<file path="src/sv/imbe_pkg.sv">
`default_nettype none
// Package: shared types, codes and constants for the I2C master bit engine.
package imbe_pkg;

    localparam int unsigned HOLD_W    = 8;
    localparam int unsigned DATA_W    = 8;
    localparam int unsigned FUNC_W    = 3;
    localparam int unsigned TMO_W     = 15;
    localparam int unsigned STATUS_W  = 2;
    localparam int unsigned BIT_IDX_W = 3;
    localparam int unsigned CFG_IDX_W = 2;

    localparam logic [HOLD_W-1:0] LONG_HOLD_RST  = 8'd2;
    localparam logic [HOLD_W-1:0] SHORT_HOLD_RST = 8'd1;

    typedef enum logic [4:0] {
        ST_IDLE    = 5'd0,
        ST_A1      = 5'd1,
        ST_A2      = 5'd2,
        ST_P1      = 5'd3,
        ST_P2      = 5'd4,
        ST_P3      = 5'd5,
        ST_W_LOW   = 5'd6,
        ST_W_HIGH  = 5'd7,
        ST_K1      = 5'd8,
        ST_K2      = 5'd9,
        ST_K_POLL  = 5'd10,
        ST_K_CHECK = 5'd11,
        ST_K_DROP  = 5'd12,
        ST_R_LOW   = 5'd13,
        ST_R_HIGH  = 5'd14,
        ST_R_GAP   = 5'd15,
        ST_R_ACK   = 5'd16,
        ST_R_END   = 5'd17
    } t_step;

    typedef enum logic [FUNC_W-1:0] {
        FN_START    = 3'd0,
        FN_STOP     = 3'd1,
        FN_WRITE    = 3'd2,
        FN_WAIT_ACK = 3'd3,
        FN_READ     = 3'd4
    } t_func;

    typedef enum logic [STATUS_W-1:0] {
        ACK_OK      = 2'd0,
        ACK_TIMEOUT = 2'd1,
        ACK_NACK    = 2'd2
    } t_ack_status;

    typedef enum logic [CFG_IDX_W-1:0] {
        CFG_LONG_HOLD  = 2'd0,
        CFG_SHORT_HOLD = 2'd1
    } t_cfg_idx;

endpackage : imbe_pkg
`default_nettype wire

</file>
<file path="src/sv/imbe_ifs.sv">
`default_nettype none
// Interfaces: command tick, pin result and configuration write channels.
interface imbe_cmd_if;
    import imbe_pkg::*;
    logic                 valid;
    logic                 ready;
    logic                 cmd_valid;
    logic [FUNC_W-1:0]    func;
    logic [DATA_W-1:0]    write_data;
    logic                 send_ack;
    logic [TMO_W-1:0]     ack_timeout;
    logic                 sda_in;

    modport source (output valid, cmd_valid, func, write_data, send_ack, ack_timeout,
                    sda_in, input ready);
    modport sink   (input valid, cmd_valid, func, write_data, send_ack, ack_timeout,
                    sda_in, output ready);
endinterface : imbe_cmd_if

interface imbe_res_if;
    import imbe_pkg::*;
    logic                 valid;
    logic                 ready;
    logic                 scl_out;
    logic                 sda_out;
    logic                 busy_res;
    logic                 done_res;
    logic [DATA_W-1:0]    read_data;
    logic [STATUS_W-1:0]  ack_status;

    modport source (output valid, scl_out, sda_out, busy_res, done_res, read_data,
                    ack_status, input ready);
    modport sink   (input valid, scl_out, sda_out, busy_res, done_res, read_data,
                    ack_status, output ready);
endinterface : imbe_res_if

interface imbe_cfg_if;
    import imbe_pkg::*;
    logic                 valid;
    logic                 ready;
    logic [CFG_IDX_W-1:0] index;
    logic [HOLD_W-1:0]    data;

    modport source (output valid, index, data, input ready);
    modport sink   (input valid, index, data, output ready);
endinterface : imbe_cfg_if
`default_nettype wire

</file>
<file path="src/sv/i2c_master_bit_engine_unit.sv">
`default_nettype none
// Top level: I2C master bit engine, one pin-sequencing step per command tick.
//
// Each transfer on i_cmd is one time unit from a prescaler; the engine takes
// one every clock cycle unless o_res stalls and answers each with one transfer
// on o_res carrying the open-drain SCL/SDA drives, busy/done flags, the last
// read byte and the last ACK status. The sequencer state is the result
// register, so a result shows in the cycle after its tick; i_cmd is ready while
// it waits only if it is taken in the same cycle. Sustained rate is one tick
// per cycle unless o_res stalls, set by the single sequencer step between the
// tick and the state register. Commands (start, stop, write byte, wait ACK,
// read byte) are taken only while idle; anything arriving while busy, or an
// undefined code, is dropped. Hold lengths come from the two configuration
// registers (index 0 long hold, index 1 short hold; zero behaves as one tick);
// write them only while the engine is idle. i_cfg is always ready.

module i2c_master_bit_engine_unit
    import imbe_pkg::*;
(
    input  wire        i_clk,
    input  wire        i_rst_n,
    imbe_cmd_if.sink   i_cmd,
    imbe_res_if.source o_res,
    imbe_cfg_if.sink   i_cfg
);

    // Configuration registers
    logic [HOLD_W-1:0]    r_long_hold;
    logic [HOLD_W-1:0]    r_short_hold;

    // Sequencer state
    t_step                r_step,       n_step;
    logic [BIT_IDX_W-1:0] r_bit_idx,    n_bit_idx;
    logic [HOLD_W-1:0]    r_hold_cnt,   n_hold_cnt;
    logic [TMO_W-1:0]     r_poll_cnt,   n_poll_cnt;
    logic [DATA_W-1:0]    r_shift,      n_shift;
    logic                 r_ack_choice, n_ack_choice;
    logic                 r_scl,        n_scl;
    logic                 r_sda,        n_sda;
    t_ack_status          r_status,     n_status;
    logic [DATA_W-1:0]    r_read_res,   n_read_res;
    logic                 r_done,       n_done;
    logic                 r_out_valid;

    logic                 w_accept;
    logic [HOLD_W-1:0]    w_hold_long;
    logic [HOLD_W-1:0]    w_hold_short;

    // Input side is ready when the pending result is gone or goes this cycle
    assign i_cmd.ready = !r_out_valid || o_res.ready;
    assign w_accept    = i_cmd.valid && i_cmd.ready;
    assign i_cfg.ready = 1'b1;

    // A zero hold register acts as one tick
    assign w_hold_long  = (r_long_hold == '0)  ? HOLD_W'(1) : r_long_hold;
    assign w_hold_short = (r_short_hold == '0) ? HOLD_W'(1) : r_short_hold;

    // Configuration writes
    always_ff @(posedge i_clk) begin
        if (!i_rst_n) begin
            r_long_hold  <= LONG_HOLD_RST;
            r_short_hold <= SHORT_HOLD_RST;
        end else if (i_cfg.valid) begin
            unique case (i_cfg.index)
                CFG_LONG_HOLD:  r_long_hold  <= i_cfg.data;
                CFG_SHORT_HOLD: r_short_hold <= i_cfg.data;
                default: ;
            endcase
        end
    end

    // One sequencer step per accepted tick
    always_comb begin
        logic  do_enter;
        t_step enter_step;
        logic  do_finish;

        n_step       = r_step;
        n_bit_idx    = r_bit_idx;
        n_hold_cnt   = r_hold_cnt;
        n_poll_cnt   = r_poll_cnt;
        n_shift      = r_shift;
        n_ack_choice = r_ack_choice;
        n_scl        = r_scl;
        n_sda        = r_sda;
        n_status     = r_status;
        n_read_res   = r_read_res;
        n_done       = 1'b0;
        do_enter     = 1'b0;
        enter_step   = ST_IDLE;
        do_finish    = 1'b0;

        if (r_step == ST_IDLE) begin
            // Take a new command and drive its first phase on this tick
            if (i_cmd.cmd_valid) begin
                n_bit_idx = '1;
                case (i_cmd.func)
                    FN_START: begin
                        do_enter   = 1'b1;
                        enter_step = ST_A1;
                    end
                    FN_STOP: begin
                        do_enter   = 1'b1;
                        enter_step = ST_P1;
                    end
                    FN_WRITE: begin
                        n_shift    = i_cmd.write_data;
                        do_enter   = 1'b1;
                        enter_step = ST_W_LOW;
                    end
                    FN_WAIT_ACK: begin
                        n_poll_cnt = i_cmd.ack_timeout;
                        do_enter   = 1'b1;
                        enter_step = ST_K1;
                    end
                    FN_READ: begin
                        n_shift      = '0;
                        n_ack_choice = i_cmd.send_ack;
                        do_enter     = 1'b1;
                        enter_step   = ST_R_LOW;
                    end
                    default: n_bit_idx = r_bit_idx; // undefined code: stay idle
                endcase
            end
        end else if (r_hold_cnt > HOLD_W'(1)) begin
            n_hold_cnt = r_hold_cnt - HOLD_W'(1);
        end else begin
            // Hold has run out: advance to the next phase
            unique case (r_step)
                ST_A1: begin do_enter = 1'b1; enter_step = ST_A2; end
                ST_A2: begin n_scl = 1'b0; do_finish = 1'b1; end
                ST_P1: begin do_enter = 1'b1; enter_step = ST_P2; end
                ST_P2: begin do_enter = 1'b1; enter_step = ST_P3; end
                ST_P3: do_finish = 1'b1;
                ST_W_LOW: begin do_enter = 1'b1; enter_step = ST_W_HIGH; end
                ST_W_HIGH: begin
                    if (r_bit_idx == '0) begin
                        n_scl     = 1'b0;
                        n_sda     = 1'b1;
                        do_finish = 1'b1;
                    end else begin
                        n_bit_idx  = r_bit_idx - BIT_IDX_W'(1);
                        do_enter   = 1'b1;
                        enter_step = ST_W_LOW;
                    end
                end
                ST_K1: begin do_enter = 1'b1; enter_step = ST_K2; end
                ST_K2: begin do_enter = 1'b1; enter_step = ST_K_POLL; end
                ST_K_POLL: begin
                    if (r_poll_cnt == '0) begin
                        n_status  = ACK_TIMEOUT;
                        do_finish = 1'b1;
                    end else begin
                        n_poll_cnt = r_poll_cnt - TMO_W'(1);
                        do_enter   = 1'b1;
                        enter_step = i_cmd.sda_in ? ST_K_POLL : ST_K_CHECK;
                    end
                end
                ST_K_CHECK: begin
                    if (i_cmd.sda_in) begin
                        n_status  = ACK_NACK;
                        do_finish = 1'b1;
                    end else begin
                        do_enter   = 1'b1;
                        enter_step = ST_K_DROP;
                    end
                end
                ST_K_DROP: begin n_status = ACK_OK; do_finish = 1'b1; end
                ST_R_LOW: begin do_enter = 1'b1; enter_step = ST_R_HIGH; end
                ST_R_HIGH: begin
                    do_enter = 1'b1;
                    if (r_bit_idx == '0) begin
                        enter_step = ST_R_GAP;
                    end else begin
                        n_bit_idx  = r_bit_idx - BIT_IDX_W'(1);
                        enter_step = ST_R_LOW;
                    end
                end
                ST_R_GAP: begin do_enter = 1'b1; enter_step = ST_R_ACK; end
                ST_R_ACK: begin do_enter = 1'b1; enter_step = ST_R_END; end
                ST_R_END: begin
                    n_sda      = 1'b1;
                    n_read_res = r_shift;
                    do_finish  = 1'b1;
                end
                default: do_finish = 1'b1;
            endcase
        end

        // Enter a phase: drive its pins, sample where needed, load its hold
        if (do_enter) begin
            n_step     = enter_step;
            n_hold_cnt = w_hold_long;
            unique case (enter_step)
                ST_A1: begin n_scl = 1'b1; n_sda = 1'b1; end
                ST_A2: n_sda = 1'b0;
                ST_P1: begin n_scl = 1'b0; n_sda = 1'b0; end
                ST_P2: begin n_scl = 1'b1; n_hold_cnt = w_hold_short; end
                ST_P3: n_sda = 1'b1;
                ST_W_LOW: begin
                    n_scl = 1'b0;
                    n_sda = n_shift[n_bit_idx];
                end
                ST_W_HIGH: n_scl = 1'b1;
                ST_K1: begin n_sda = 1'b1; n_hold_cnt = w_hold_short; end
                ST_K2: begin n_scl = 1'b1; n_hold_cnt = w_hold_short; end
                ST_K_POLL: ;
                ST_K_CHECK: n_scl = 1'b1;
                ST_K_DROP: n_scl = 1'b0;
                ST_R_LOW: n_scl = 1'b0;
                ST_R_HIGH: begin
                    n_scl = 1'b1;
                    if (i_cmd.sda_in) begin
                        n_shift[n_bit_idx] = 1'b1;
                    end
                end
                ST_R_GAP: n_scl = 1'b0;
                ST_R_ACK: begin n_sda = !r_ack_choice; n_scl = 1'b1; end
                ST_R_END: n_scl = 1'b0;
                default: do_finish = 1'b1;
            endcase
        end

        if (do_finish) begin
            n_step     = ST_IDLE;
            n_bit_idx  = '1;
            n_hold_cnt = '0;
            n_done     = 1'b1;
        end
    end

    // State advances only on an accepted tick; it doubles as the result register
    always_ff @(posedge i_clk) begin
        if (!i_rst_n) begin
            r_step       <= ST_IDLE;
            r_bit_idx    <= '1;
            r_hold_cnt   <= '0;
            r_poll_cnt   <= '0;
            r_shift      <= '0;
            r_ack_choice <= 1'b0;
            r_scl        <= 1'b1;
            r_sda        <= 1'b1;
            r_status     <= ACK_OK;
            r_read_res   <= '0;
            r_done       <= 1'b0;
        end else if (w_accept) begin
            r_step       <= n_step;
            r_bit_idx    <= n_bit_idx;
            r_hold_cnt   <= n_hold_cnt;
            r_poll_cnt   <= n_poll_cnt;
            r_shift      <= n_shift;
            r_ack_choice <= n_ack_choice;
            r_scl        <= n_scl;
            r_sda        <= n_sda;
            r_status     <= n_status;
            r_read_res   <= n_read_res;
            r_done       <= n_done;
        end
    end

    // Hold the result until the sink takes it
    always_ff @(posedge i_clk) begin
        if (!i_rst_n) begin
            r_out_valid <= 1'b0;
        end else if (w_accept) begin
            r_out_valid <= 1'b1;
        end else if (o_res.ready) begin
            r_out_valid <= 1'b0;
        end
    end

    assign o_res.valid      = r_out_valid;
    assign o_res.scl_out    = r_scl;
    assign o_res.sda_out    = r_sda;
    assign o_res.busy_res   = (r_step != ST_IDLE);
    assign o_res.done_res   = r_done;
    assign o_res.read_data  = r_read_res;
    assign o_res.ack_status = r_status;

endmodule : i2c_master_bit_engine_unit
`default_nettype wire
</file>
<file path="src/flat_wrapper.sv">
// flat-port wrapper written by rule: the top's interface ports become plain ports
module i2c_master_bit_engine_unit_flat import imbe_pkg::*;
  (i_clk, i_rst_n, i_cmd_valid, i_cmd_cmd_valid, i_cmd_func, i_cmd_write_data, i_cmd_send_ack, i_cmd_ack_timeout, i_cmd_sda_in, i_cmd_ready, o_res_valid, o_res_scl_out, o_res_sda_out, o_res_busy_res, o_res_done_res, o_res_read_data, o_res_ack_status, o_res_ready, i_cfg_valid, i_cfg_index, i_cfg_data, i_cfg_ready);
  imbe_cmd_if i_cmd_i ();
  imbe_res_if o_res_i ();
  imbe_cfg_if i_cfg_i ();
  input  wire i_clk;
  input  wire i_rst_n;
  input wire logic [$bits(i_cmd_i.valid)-1:0] i_cmd_valid;
  input wire logic [$bits(i_cmd_i.cmd_valid)-1:0] i_cmd_cmd_valid;
  input wire logic [$bits(i_cmd_i.func)-1:0] i_cmd_func;
  input wire logic [$bits(i_cmd_i.write_data)-1:0] i_cmd_write_data;
  input wire logic [$bits(i_cmd_i.send_ack)-1:0] i_cmd_send_ack;
  input wire logic [$bits(i_cmd_i.ack_timeout)-1:0] i_cmd_ack_timeout;
  input wire logic [$bits(i_cmd_i.sda_in)-1:0] i_cmd_sda_in;
  output wire logic [$bits(i_cmd_i.ready)-1:0] i_cmd_ready;
  output wire logic [$bits(o_res_i.valid)-1:0] o_res_valid;
  output wire logic [$bits(o_res_i.scl_out)-1:0] o_res_scl_out;
  output wire logic [$bits(o_res_i.sda_out)-1:0] o_res_sda_out;
  output wire logic [$bits(o_res_i.busy_res)-1:0] o_res_busy_res;
  output wire logic [$bits(o_res_i.done_res)-1:0] o_res_done_res;
  output wire logic [$bits(o_res_i.read_data)-1:0] o_res_read_data;
  output wire logic [$bits(o_res_i.ack_status)-1:0] o_res_ack_status;
  input wire logic [$bits(o_res_i.ready)-1:0] o_res_ready;
  input wire logic [$bits(i_cfg_i.valid)-1:0] i_cfg_valid;
  input wire logic [$bits(i_cfg_i.index)-1:0] i_cfg_index;
  input wire logic [$bits(i_cfg_i.data)-1:0] i_cfg_data;
  output wire logic [$bits(i_cfg_i.ready)-1:0] i_cfg_ready;
  assign i_cmd_i.valid = i_cmd_valid;
  assign i_cmd_i.cmd_valid = i_cmd_cmd_valid;
  assign i_cmd_i.func = i_cmd_func;
  assign i_cmd_i.write_data = i_cmd_write_data;
  assign i_cmd_i.send_ack = i_cmd_send_ack;
  assign i_cmd_i.ack_timeout = i_cmd_ack_timeout;
  assign i_cmd_i.sda_in = i_cmd_sda_in;
  assign i_cmd_ready = i_cmd_i.ready;
  assign o_res_valid = o_res_i.valid;
  assign o_res_scl_out = o_res_i.scl_out;
  assign o_res_sda_out = o_res_i.sda_out;
  assign o_res_busy_res = o_res_i.busy_res;
  assign o_res_done_res = o_res_i.done_res;
  assign o_res_read_data = o_res_i.read_data;
  assign o_res_ack_status = o_res_i.ack_status;
  assign o_res_i.ready = o_res_ready;
  assign i_cfg_i.valid = i_cfg_valid;
  assign i_cfg_i.index = i_cfg_index;
  assign i_cfg_i.data = i_cfg_data;
  assign i_cfg_ready = i_cfg_i.ready;
  i2c_master_bit_engine_unit u_core (.i_clk(i_clk), .i_rst_n(i_rst_n), .i_cmd(i_cmd_i), .o_res(o_res_i), .i_cfg(i_cfg_i));
endmodule
</file>
<file path="config.mk">
export PLATFORM = sky130hd
export DESIGN_NAME = i2c_master_bit_engine_unit_flat
export DESIGN_NICKNAME = d
export VERILOG_FILES = /design/src/sv/imbe_pkg.sv /design/src/sv/imbe_ifs.sv /design/src/sv/i2c_master_bit_engine_unit.sv /design/src/flat_wrapper.sv
export SDC_FILE = /design/constraint.sdc
export NUM_CORES = 1
export LEC_CHECK = 0
export ABC_AREA = 1
export BUFFER_PORTS_ARGS = -buffer_cell sky130_fd_sc_hd__buf_4
export CORE_AREA = 3 3 91 93
export DETAILED_ROUTE_END_ITERATION = 12
export DIE_AREA = 0 0 94 96
export PLACE_DENSITY = 0.84
export SKIP_LAST_GASP = 1
export SLEW_MARGIN = 20
export SYNTH_ARGS = -nofsm -noshare
export SYNTH_HDL_FRONTEND = slang
export SYNTH_SLANG_ARGS = --single-unit
</file>
<file path="constraint.sdc">
create_clock -name i_clk -period 5.5 [get_ports i_clk]
set_input_delay 0.275 -clock i_clk [delete_from_list [all_inputs] [get_ports i_clk]]
set_output_delay 0.275 -clock i_clk [all_outputs]
set_load 0.005 [all_outputs]
</file>
# == Yosys cells after proc, flatten, opt, wreduce, memory -nomap -nowiden ==
# Cells that the tools add are included.
# word_totals
regBits,70
output_inout_bits,17
word_cells,179
# classes
n_addsub,3
order_cmp,3
n_eq_ne,45
muxes,76
bitwise_logic,3
n_reduce_logical,35
# op_table
operator,n
$mux W8,12
$mux W15,6
$eq A5 B4 Y1 const B,16
$pmux W5 S13,1
$eq A5 B3 Y1 const B,7
$mux W5,6
$mux W1,28
$mux W3,8
$eq A5 B2 Y1 const B,4
$eq A5 B5 Y1 const B,4
$pmux W4 S5,1
$reduce_or A17 Y1,1
$logic_not A8 Y1,2
$pmux W8 S2,1
$logic_not A15 Y1,1
$sub A15 B1 Y15 const B,1
$pmux W1 S4,3
$reduce_and A6 Y1,2
$eq A5 B1 Y1 const B,2
$reduce_or A10 Y1,1
$gt A8 B1 Y1 const B,1
$or A8 B8 Y8,1
$reduce_and A4 Y1,2
$sub A8 B1 Y8 const B,1
other kinds (33),53

# == Depth between registers and ports, before layout ==
# Gate-level depths: netlist of the first run.
# logic_depth
ltp_word,13
depth_mapped,19

# == Least setup slack after synthesis of the first run ==
# Ideal clock, no wire load.
# synth_timing
path_type,register -> register
start,register u_core.r_poll_cnt[0]
end,register u_core.r_hold_cnt[0]
setup_time_ps,69
arrival_time_ps,1932
path_slack_ps,3499
path_stages_with_launch,17
path_buffers,0
synth_period_minus_slack_ps,2001
path_cell_list,dfxtp_1 > inv_1 > ha_1 > nand3_1 > nor2_2 > nand2_1 > nand2_1 > nand2_1 > nand2_1 > nand2_1 > nor2_4 > nand2_4 > nand2_4 > nand2_1 > nand3_1 > nand2_1 > a21oi_2
# synth_via
elab_chain_len,11
# synth_lines
element,line,rtl
start: declaration,i2c_master_bit_engine_unit.sv:35,"logic [TMO_W-1:0] r_poll_cnt, n_poll_cnt;"
start signal: assignment,i2c_master_bit_engine_unit.sv:250,r_poll_cnt <= n_poll_cnt;
$logic_not A15 Y1 (*),i2c_master_bit_engine_unit.sv:150,if (r_poll_cnt == '0) begin
$mux W5,i2c_master_bit_engine_unit.sv:150,
$pmux W5 S13,i2c_master_bit_engine_unit.sv:129,unique case (r_step)
$mux W5,i2c_master_bit_engine_unit.sv:125,end else if (r_hold_cnt > HOLD_W'(1)) begin
$mux W5,i2c_master_bit_engine_unit.sv:93,if (r_step == ST_IDLE) begin
$eq A5 B1 Y1 (tied with other cells),i2c_master_bit_engine_unit.sv:194,unique case (enter_step)
$reduce_or A17 Y1 (no line),--,
$mux W1,i2c_master_bit_engine_unit.sv:194,
$mux W1,i2c_master_bit_engine_unit.sv:191,if (do_enter) begin
$ne A3 B3 Y1 (no line) / $reduce_bool A3 Y1 (equally long branches),--,
$reduce_and A3 Y1 (no line),--,
end signal: assignment,i2c_master_bit_engine_unit.sv:249,r_hold_cnt <= n_hold_cnt;
end: declaration,i2c_master_bit_engine_unit.sv:34,"logic [HOLD_W-1:0] r_hold_cnt, n_hold_cnt;"
# Every way passes the cells marked *; elsewhere a longest branch is shown, timed or not.
# A chain may end at the register's enable or synchronous reset.

# == Worst setup path in the final report of the first run ==
# layout_timing
start,register u_core.r_step[0]
end,register u_core.r_poll_cnt[14]
# layout_via
elab_chain_len,3
# layout_lines
element,line,rtl
start: declaration,i2c_master_bit_engine_unit.sv:32,"t_step r_step, n_step;"
start signal: assignment,i2c_master_bit_engine_unit.sv:247,r_step <= n_step;
$logic_not A5 Y1 / $eq A5 B4 Y1 (equally long branches),"i2c_master_bit_engine_unit.sv:93, i2c_master_bit_engine_unit.sv:129",
$ne A2 B1 Y1 (no line) (tied with other cells),--,
$reduce_and A6 Y1 (no line),--,
# Parallel ways exist; a longest one is shown, timed or not.

==> results of run 1 <==
[kinds of logic (layout without fill, tap and decap cells)]
group	after synthesis	after routing	synth area share, %
simple gates	419	419	40.9
compound gates	145	145	17.3
buf+inv	107	161	8.85
flops	70	70	30.0
xor+xnor	8	8	1.50
fa+ha+maj	5	5	1.34
other cells	1	1	0.0804
[final cells by class]
cell class / count / area [um^2]
Tap cell: 102 / 128
Multi-Input combinational cell: 578 / 2850
Inverter: 86 / 323
Clock inverter: 7 / 61.3
Clock buffer: 9 / 124
Timing Repair Buffer: 59 / 443
Fill cell: 706 / 2280
Sequential cell: 70 / 1400
[worst paths after layout]
kind	cells past startpoint	startpoint	endpoint	slack (ns)
max	10	u_core.r_step[0]	u_core.r_poll_cnt[14]	2.56
min	3	i_cfg_data[1]	u_core.r_long_hold[1]	0.12
max reg2reg	10	u_core.r_step[0]	u_core.r_poll_cnt[14]	2.56
min reg2reg	2	u_core.o_res.read_data[5]	u_core.o_res.read_data[5]	0.45
[power by group]
group	internal (uW)	leakage (uW)	switching (uW)
registers	582	0.000571	97.7
clock network	173	0.0000892	232
logic	581	0.00192	1260
[cells in the final DEF, fill, tap and decap left out, types with 2 or more instances in the layout]
| cell | Yosys | routed |
|---|---|---|
| a21oi_1 | 44 | 44 |
| xor2_1 | 5 | 5 |
| a31oi_1 | 9 | 9 |
| o21ai_0 | 70 | 70 |
| inv_6 | 0 | 4 |
| ha_1 | 5 | 5 |
| a211oi_1 | 2 | 2 |
| nor3_1 | 6 | 6 |
| nor2_1 | 113 | 113 |
| nand2_2 | 11 | 11 |
| o211ai_1 | 4 | 4 |
| xnor2_1 | 3 | 3 |
| nor4_1 | 2 | 2 |
| nand4_1 | 5 | 5 |
| nand2_4 | 5 | 5 |
| buf_4 | 1 | 59 |
| nand2_1 | 188 | 188 |
| inv_1 | 70 | 70 |
| nor2_2 | 4 | 4 |
| clkinvlp_4 | 0 | 2 |
| inv_2 | 15 | 15 |
| nor3_4 | 2 | 2 |
| nand3_2 | 3 | 3 |
| a21boi_1 | 2 | 2 |
| and2_1 | 3 | 3 |
| a21o_1 | 2 | 2 |
| a21oi_2 | 6 | 6 |
| dfxtp_1 | 70 | 70 |
| nand3_1 | 64 | 64 |
| clkbuf_8 | 0 | 9 |
| nor2_4 | 8 | 8 |
[stage by stage]
step | hold WS, ns | power [uW] | area (um^2) | std cells
after floorplan | 0.388 | 2120 | 4670 | 755
after global placement | 0.432 | 2460 | 5150 | 895
after detailed placement | 0.439 | 2500 | 5150 | 895
after CTS | 0.117 | 2910 | 5330 | 911
after global routing | 0.116 | 3200 | 5330 | 911
final | 0.125 | 2930 | 5330 | 911
[state kept, by name (all words and copies together) (netlist names)]
register	flops
u_core.o_res.ack_status	2
u_core.r_bit_idx	3
u_core.r_short_hold	8
u_core.r_hold_cnt	8
u_core.o_res.sda_out	1
u_core.r_step	5
u_core.o_res.scl_out	1
u_core.r_shift	8
u_core.r_poll_cnt	15
u_core.o_res.valid	1
u_core.r_long_hold	8
u_core.o_res.done_res	1
u_core.o_res.read_data	8
u_core.r_ack_choice	1
[layer usage]
layer | vias to the layer above | wire [um]
met5 | - | 0
met4 | 0 | 308
met3 | 32 | 682
met2 | 163 | 5730
met1 | 2232 | 5300
li1 | 2541 | -
[critical path, stage by stage, from the launching register on]
cell and delay [ns]:
dfxtp_1 0.41, nor2_4 0.24, nand3_4 0.22, nor2_2 0.49, nand2_1 0.17, nand2_1 0.11, nand3_1 0.26, inv_1 0.54
o21ai_0 0.19, nand2_1 0.10, a21oi_1 0.05
==> flow_summary.json, run 1 <==
{
  "grt_overflow_total": 0,
  "worst_pin_slew_ns": 0.915,
  "syn-cell-area_um2": 4670,
  "period_needed_ns": 2.94,
  "rows": 32,
  "required_ns": 5.71,
  "drc": 0,
  "cts_resized": 0,
  "diodes": 0,
  "grt_pass1_vias": 4576,
  "synth_area_leader_cell": "dfxtp_1",
  "clk_latency_ns": 0.36,
  "num_vias": 4968,
  "end_kind": "flop",
  "gp_congestion": 1.01,
  "area_growth_pct": 14.3,
  "synth-seq-cells": 70,
  "dieWidth_um": 94,
  "htree_levels": 3,
  "grt_pass1_wl_mm": 19.9,
  "core_um2": 7610,
  "initial_core_util_pct": 61.3,
  "post-cts-setup-buffers": 0,
  "clock-sinks": 70,
  "final_antenna_net_count": 0,
  "path_max_fanout": 22,
  "final_util_pct": 70.1,
  "synthesis.nets": 804,
  "final_nets": 853,
  "grtUsageMet2_pct": 45.9,
  "clock-root-buffer": "clkbuf_8",
  "yosysMostFrequentCell": "nand2_1",
  "hold_viol": 0,
  "vdd_drop_max_mv": 0.479,
  "fin_crit_sh_pct": 53.5,
  "post_synth.cell_area_avg_um2": 6.18,
  "ys_async_sr_fraction_pct": 0,
  "dr.pass1.iters": 5,
  "drt_iter0_drc": 397,
  "clk_pin_slew_ns": 0.09,
  "outcome": "finished, final reports clean",
  "ys_warn_count": 0,
  "slew_headroom_pct": 38.9,
  "wl_mm": 12.0,
  "track_usage_pct": 27.3,
  "synthFlopType": "dfxtp_1",
  "powerDensity_nw_per_um2": 550,
  "hp-class": "in -> reg",
  "skew_ns": 0.0136,
  "drv_slew": 0,
  "cts_tree": "yes",
  "dp_hpwl_mm": 8.96,
  "top_usage_layer": "met2",
  "cts-buffers-inserted": 9,
  "yosys-top-cells-count": "nand2_1, nor2_1, dfxtp_1, inv_1, o21ai_0",
  "port_buffers": 59,
  "via_per_inst": 5.45,
  "synth.area.top_cells": "dfxtp_1, nand2_1, nor2_1, o21ai_0, nand3_1",
  "yosys.area.top_type_share_pct": 30.0,
  "grt_use_met3_pct": 5.55,
  "boundaryPins": 61,
  "post-place-ws_ns": 2.62,
  "die_h_um": 96,
  "max_freq_mhz": 340,
  "dieArea_um2": 9020,
  "p_leak_uw": 0.00258,
  "crit_type": "reg -> reg",
  "grt_max_degree": 50,
  "setup_slack_ns": 2.56,
  "netlist_instances": 755,
  "cp-start-kind": "flop",
  "cp_data_arrival_time_ns": 3.15,
  "tns_ns": 0,
  "antenna_found_initial": 0,
  "rsz0062_at_grt": "false",
  "setup_viol": 0,
  "maxCapViolCount": 0,
  "ys_seq_area_share_pct": 30.0,
  "drive_gt1_share_pct": 16.6,
  "clockBufferDepth": 2,
  "gr-usage-met1_pct": 34.1,
  "avgRoutedWirePerCell_um": 13.2,
  "ys_types": 44,
  "synth_edf_count": 0,
  "ctsHoldBuffers": 0
}
Power figures use the tool's default switching activity.
==> inputs of run 2 (changes only) <==
--- a/config.mk
+++ b/config.mk
@@ -7,10 +7,10 @@
 export LEC_CHECK = 0
 export ABC_AREA = 1
 export BUFFER_PORTS_ARGS = -buffer_cell sky130_fd_sc_hd__buf_4
-export CORE_AREA = 3 3 91 93
+export CORE_AREA = 3 3 93 95
 export DETAILED_ROUTE_END_ITERATION = 12
-export DIE_AREA = 0 0 94 96
-export PLACE_DENSITY = 0.84
+export DIE_AREA = 0 0 96 98
+export PLACE_DENSITY = 0.8
 export SKIP_LAST_GASP = 1
 export SLEW_MARGIN = 20
 export SYNTH_ARGS = -nofsm -noshare
==> constraint.sdc (replaced) <==
create_clock -name i_clk -period 2.9 [get_ports i_clk]
set_input_delay 0.145 -clock i_clk [delete_from_list [all_inputs] [get_ports i_clk]]
set_output_delay 0.145 -clock i_clk [all_outputs]
set_load 0.005 [all_outputs]
==> run 2 against run 1 <==
Combinational power rose by 91%. Highest routed layer unchanged. Global-route usage fell by 0.71 points. Critical path depth rose by 6.
==> flow_summary.json, run 2 (synthesis results as in run 1) <==
{
  "drc": 0,
  "required_ns": 3.14,
  "postPlaceCellArea_um2": 5210,
  "drt_iter0_drc": 296,
  "rsz0062_at_grt": "false",
  "post-cts-setup-buffers": 0,
  "end_kind": "flop",
  "wl_mm": 12.3,
  "crit_type": "reg -> reg",
  "skew_ns": 0.0116,
  "hp-class": "in -> reg",
  "area_growth_pct": 17.0,
  "p_leak_uw": 0.00266,
  "clk_pin_slew_ns": 0.09,
  "reg2reg_from": "u_core.r_step[0]",
  "fin_crit_sh_pct": 87.2,
  "clock-sinks": 70,
  "gp_congestion": 0.976,
  "setup_viol": 0,
  "cts-buffers-inserted": 9,
  "antenna_found_initial": 0,
  "grt_pass1_vias": 4582,
  "layout_commonest_cell": "nand2_1",
  "drv_slew": 0,
  "fin_area_um2": 5460,
  "htree_levels": 3,
  "grt_pass1_wl_mm": 20.4,
  "top_register": "u_core.r_poll_cnt",
  "core_um2": 7810,
  "boundaryPins": 61,
  "initial_core_util_pct": 59.8,
  "drive_gt1_share_pct": 17.4,
  "min_to": "u_core.r_short_hold[0]",
  "outcome": "finished, final reports clean",
  "cts_resized": 0,
  "diodes": 0,
  "worstSetupStartpoint": "u_core.r_step[0]",
  "cp_data_arrival_time_ns": 2.77,
  "cts_tree": "yes",
  "port_buffers": 59,
  "dieWidth_um": 96,
  "rr_endpoint": "u_core.o_res.sda_out",
  "slew_headroom_pct": 41.1,
  "rrSetupSlack_ns": 0.37,
  "cp-start-kind": "flop",
  "r2r_cells": 16,
  "largest_reg_flops": 15,
  "hold_path.startpoint": "i_cfg_data[0]",
  "grt_overflow_total": 0,
  "rows": 32,
  "worst_pin_slew_ns": 0.882,
  "hold_viol": 0,
  "die_h_um": 98,
  "track_usage_pct": 26.6,
  "final_antenna_net_count": 0,
  "dp_hpwl_mm": 9.18,
  "ctsHoldBuffers": 0,
  "final_nets": 861,
  "max_freq_mhz": 396,
  "hold_depth": 3,
  "powerDensity_nw_per_um2": 1070,
  "num_vias": 5059,
  "clk_latency_ns": 0.35,
  "clock-root-buffer": "clkbuf_8",
  "grt_max_degree": 50,
  "dieArea_um2": 9410,
  "maxCapViolCount": 0,
  "period_needed_ns": 2.53,
  "layout_common_cells": "nand2_1, nor2_1, inv_1, o21ai_0, dfxtp_1",
  "dr.pass1.iters": 5,
  "clockBufferDepth": 2,
  "avgRoutedWirePerCell_um": 13.3,
  "path_max_fanout": 28,
  "tns_ns": 0,
  "via_per_inst": 5.50,
  "vdd_drop_max_mv": 0.929
}
## run 2: cell types whose count changed in the layout (fill, tap and decap cells not counted)
cell	change
buf_4	+8
inv_6	-4
bufinv_16	+3
clkinv_4	+2
clkinvlp_4	-2
inv_8	+1
## run 2: worst max path at each step
stage,to,slack (ns),cells past startpoint
final,u_core.o_res.sda_out,0.37,16
after global routing,u_core.o_res.sda_out,0.1,16
after CTS,u_core.o_res.sda_out,0.38,16
after detailed placement,u_core.o_res.sda_out,0.41,16
after global placement,u_core.o_res.sda_out,0.42,16
after floorplan,u_core.r_hold_cnt[0],0.90,16
## run 2: final cells by class
cell class | instances | area (um^2)
clock buffers | 9 | 124
clock inverters | 7 | 130
fillers | 682 | 2350
inverters | 86 | 323
multi-input cells | 578 | 2850
flip-flops and latches | 70 | 1400
well taps | 102 | 128
repair buffers | 67 | 503
## run 2: metrics by stage
| stage | utilization [%] | instances | total power (uW) | setup WS (ns) | hold WS (ns) |
|---|---|---|---|---|---|
| after floorplan | - | 755 | 4020 | 0.899 | 0.258 |
| after global placement | 66.7 | 903 | 4720 | 0.418 | 0.364 |
| after detailed placement | 66.7 | 903 | 4780 | 0.414 | 0.377 |
| after CTS | 69.9 | 919 | 5810 | 0.382 | 0.00590 |
| after global routing | 69.9 | 919 | 6400 | 0.0998 | 0.0108 |
| final | 69.9 | 919 | 5860 | 0.372 | 0.00783 |
## run 2: power breakdown
part / switching (uW) / leakage, uW / internal (uW) / total [uW]
combinational: 2380 / 0.00196 / 1150 / 3530
sequential: 198 / 0.000571 / 1100 / 1300
clock: 435 / 0.000127 / 587 / 1020
total: 3020 / 0.00266 / 2840 / 5860
## run 2: critical path, cell delays in order, from the launching register on
cell	delay, ns
dfxtp_1	0.42
nor2_4	0.23
nand3_4	0.22
inv_2	0.40
nand2_1	0.17
nand2_1	0.08
nand2_1	0.07
nand2_2	0.17
inv_2	0.11
nand2_1	0.07
nand2_1	0.04
nor2_1	0.10
nor2_1	0.06
nand3_1	0.08
nand3_1	0.07
nand2_1	0.06
nand2_1	0.04
## run 2: routing by layer
metal | GRT usage (%) | vias up | share of wire, %
met5 | 0 | - | 0
met4 | 8.75 | 0 | 2.4
met3 | 5.78 | 35 | 5.5
met2 | 43.3 | 178 | 48
met1 | 34.6 | 2290 | 44
li1 | - | 2556 | -
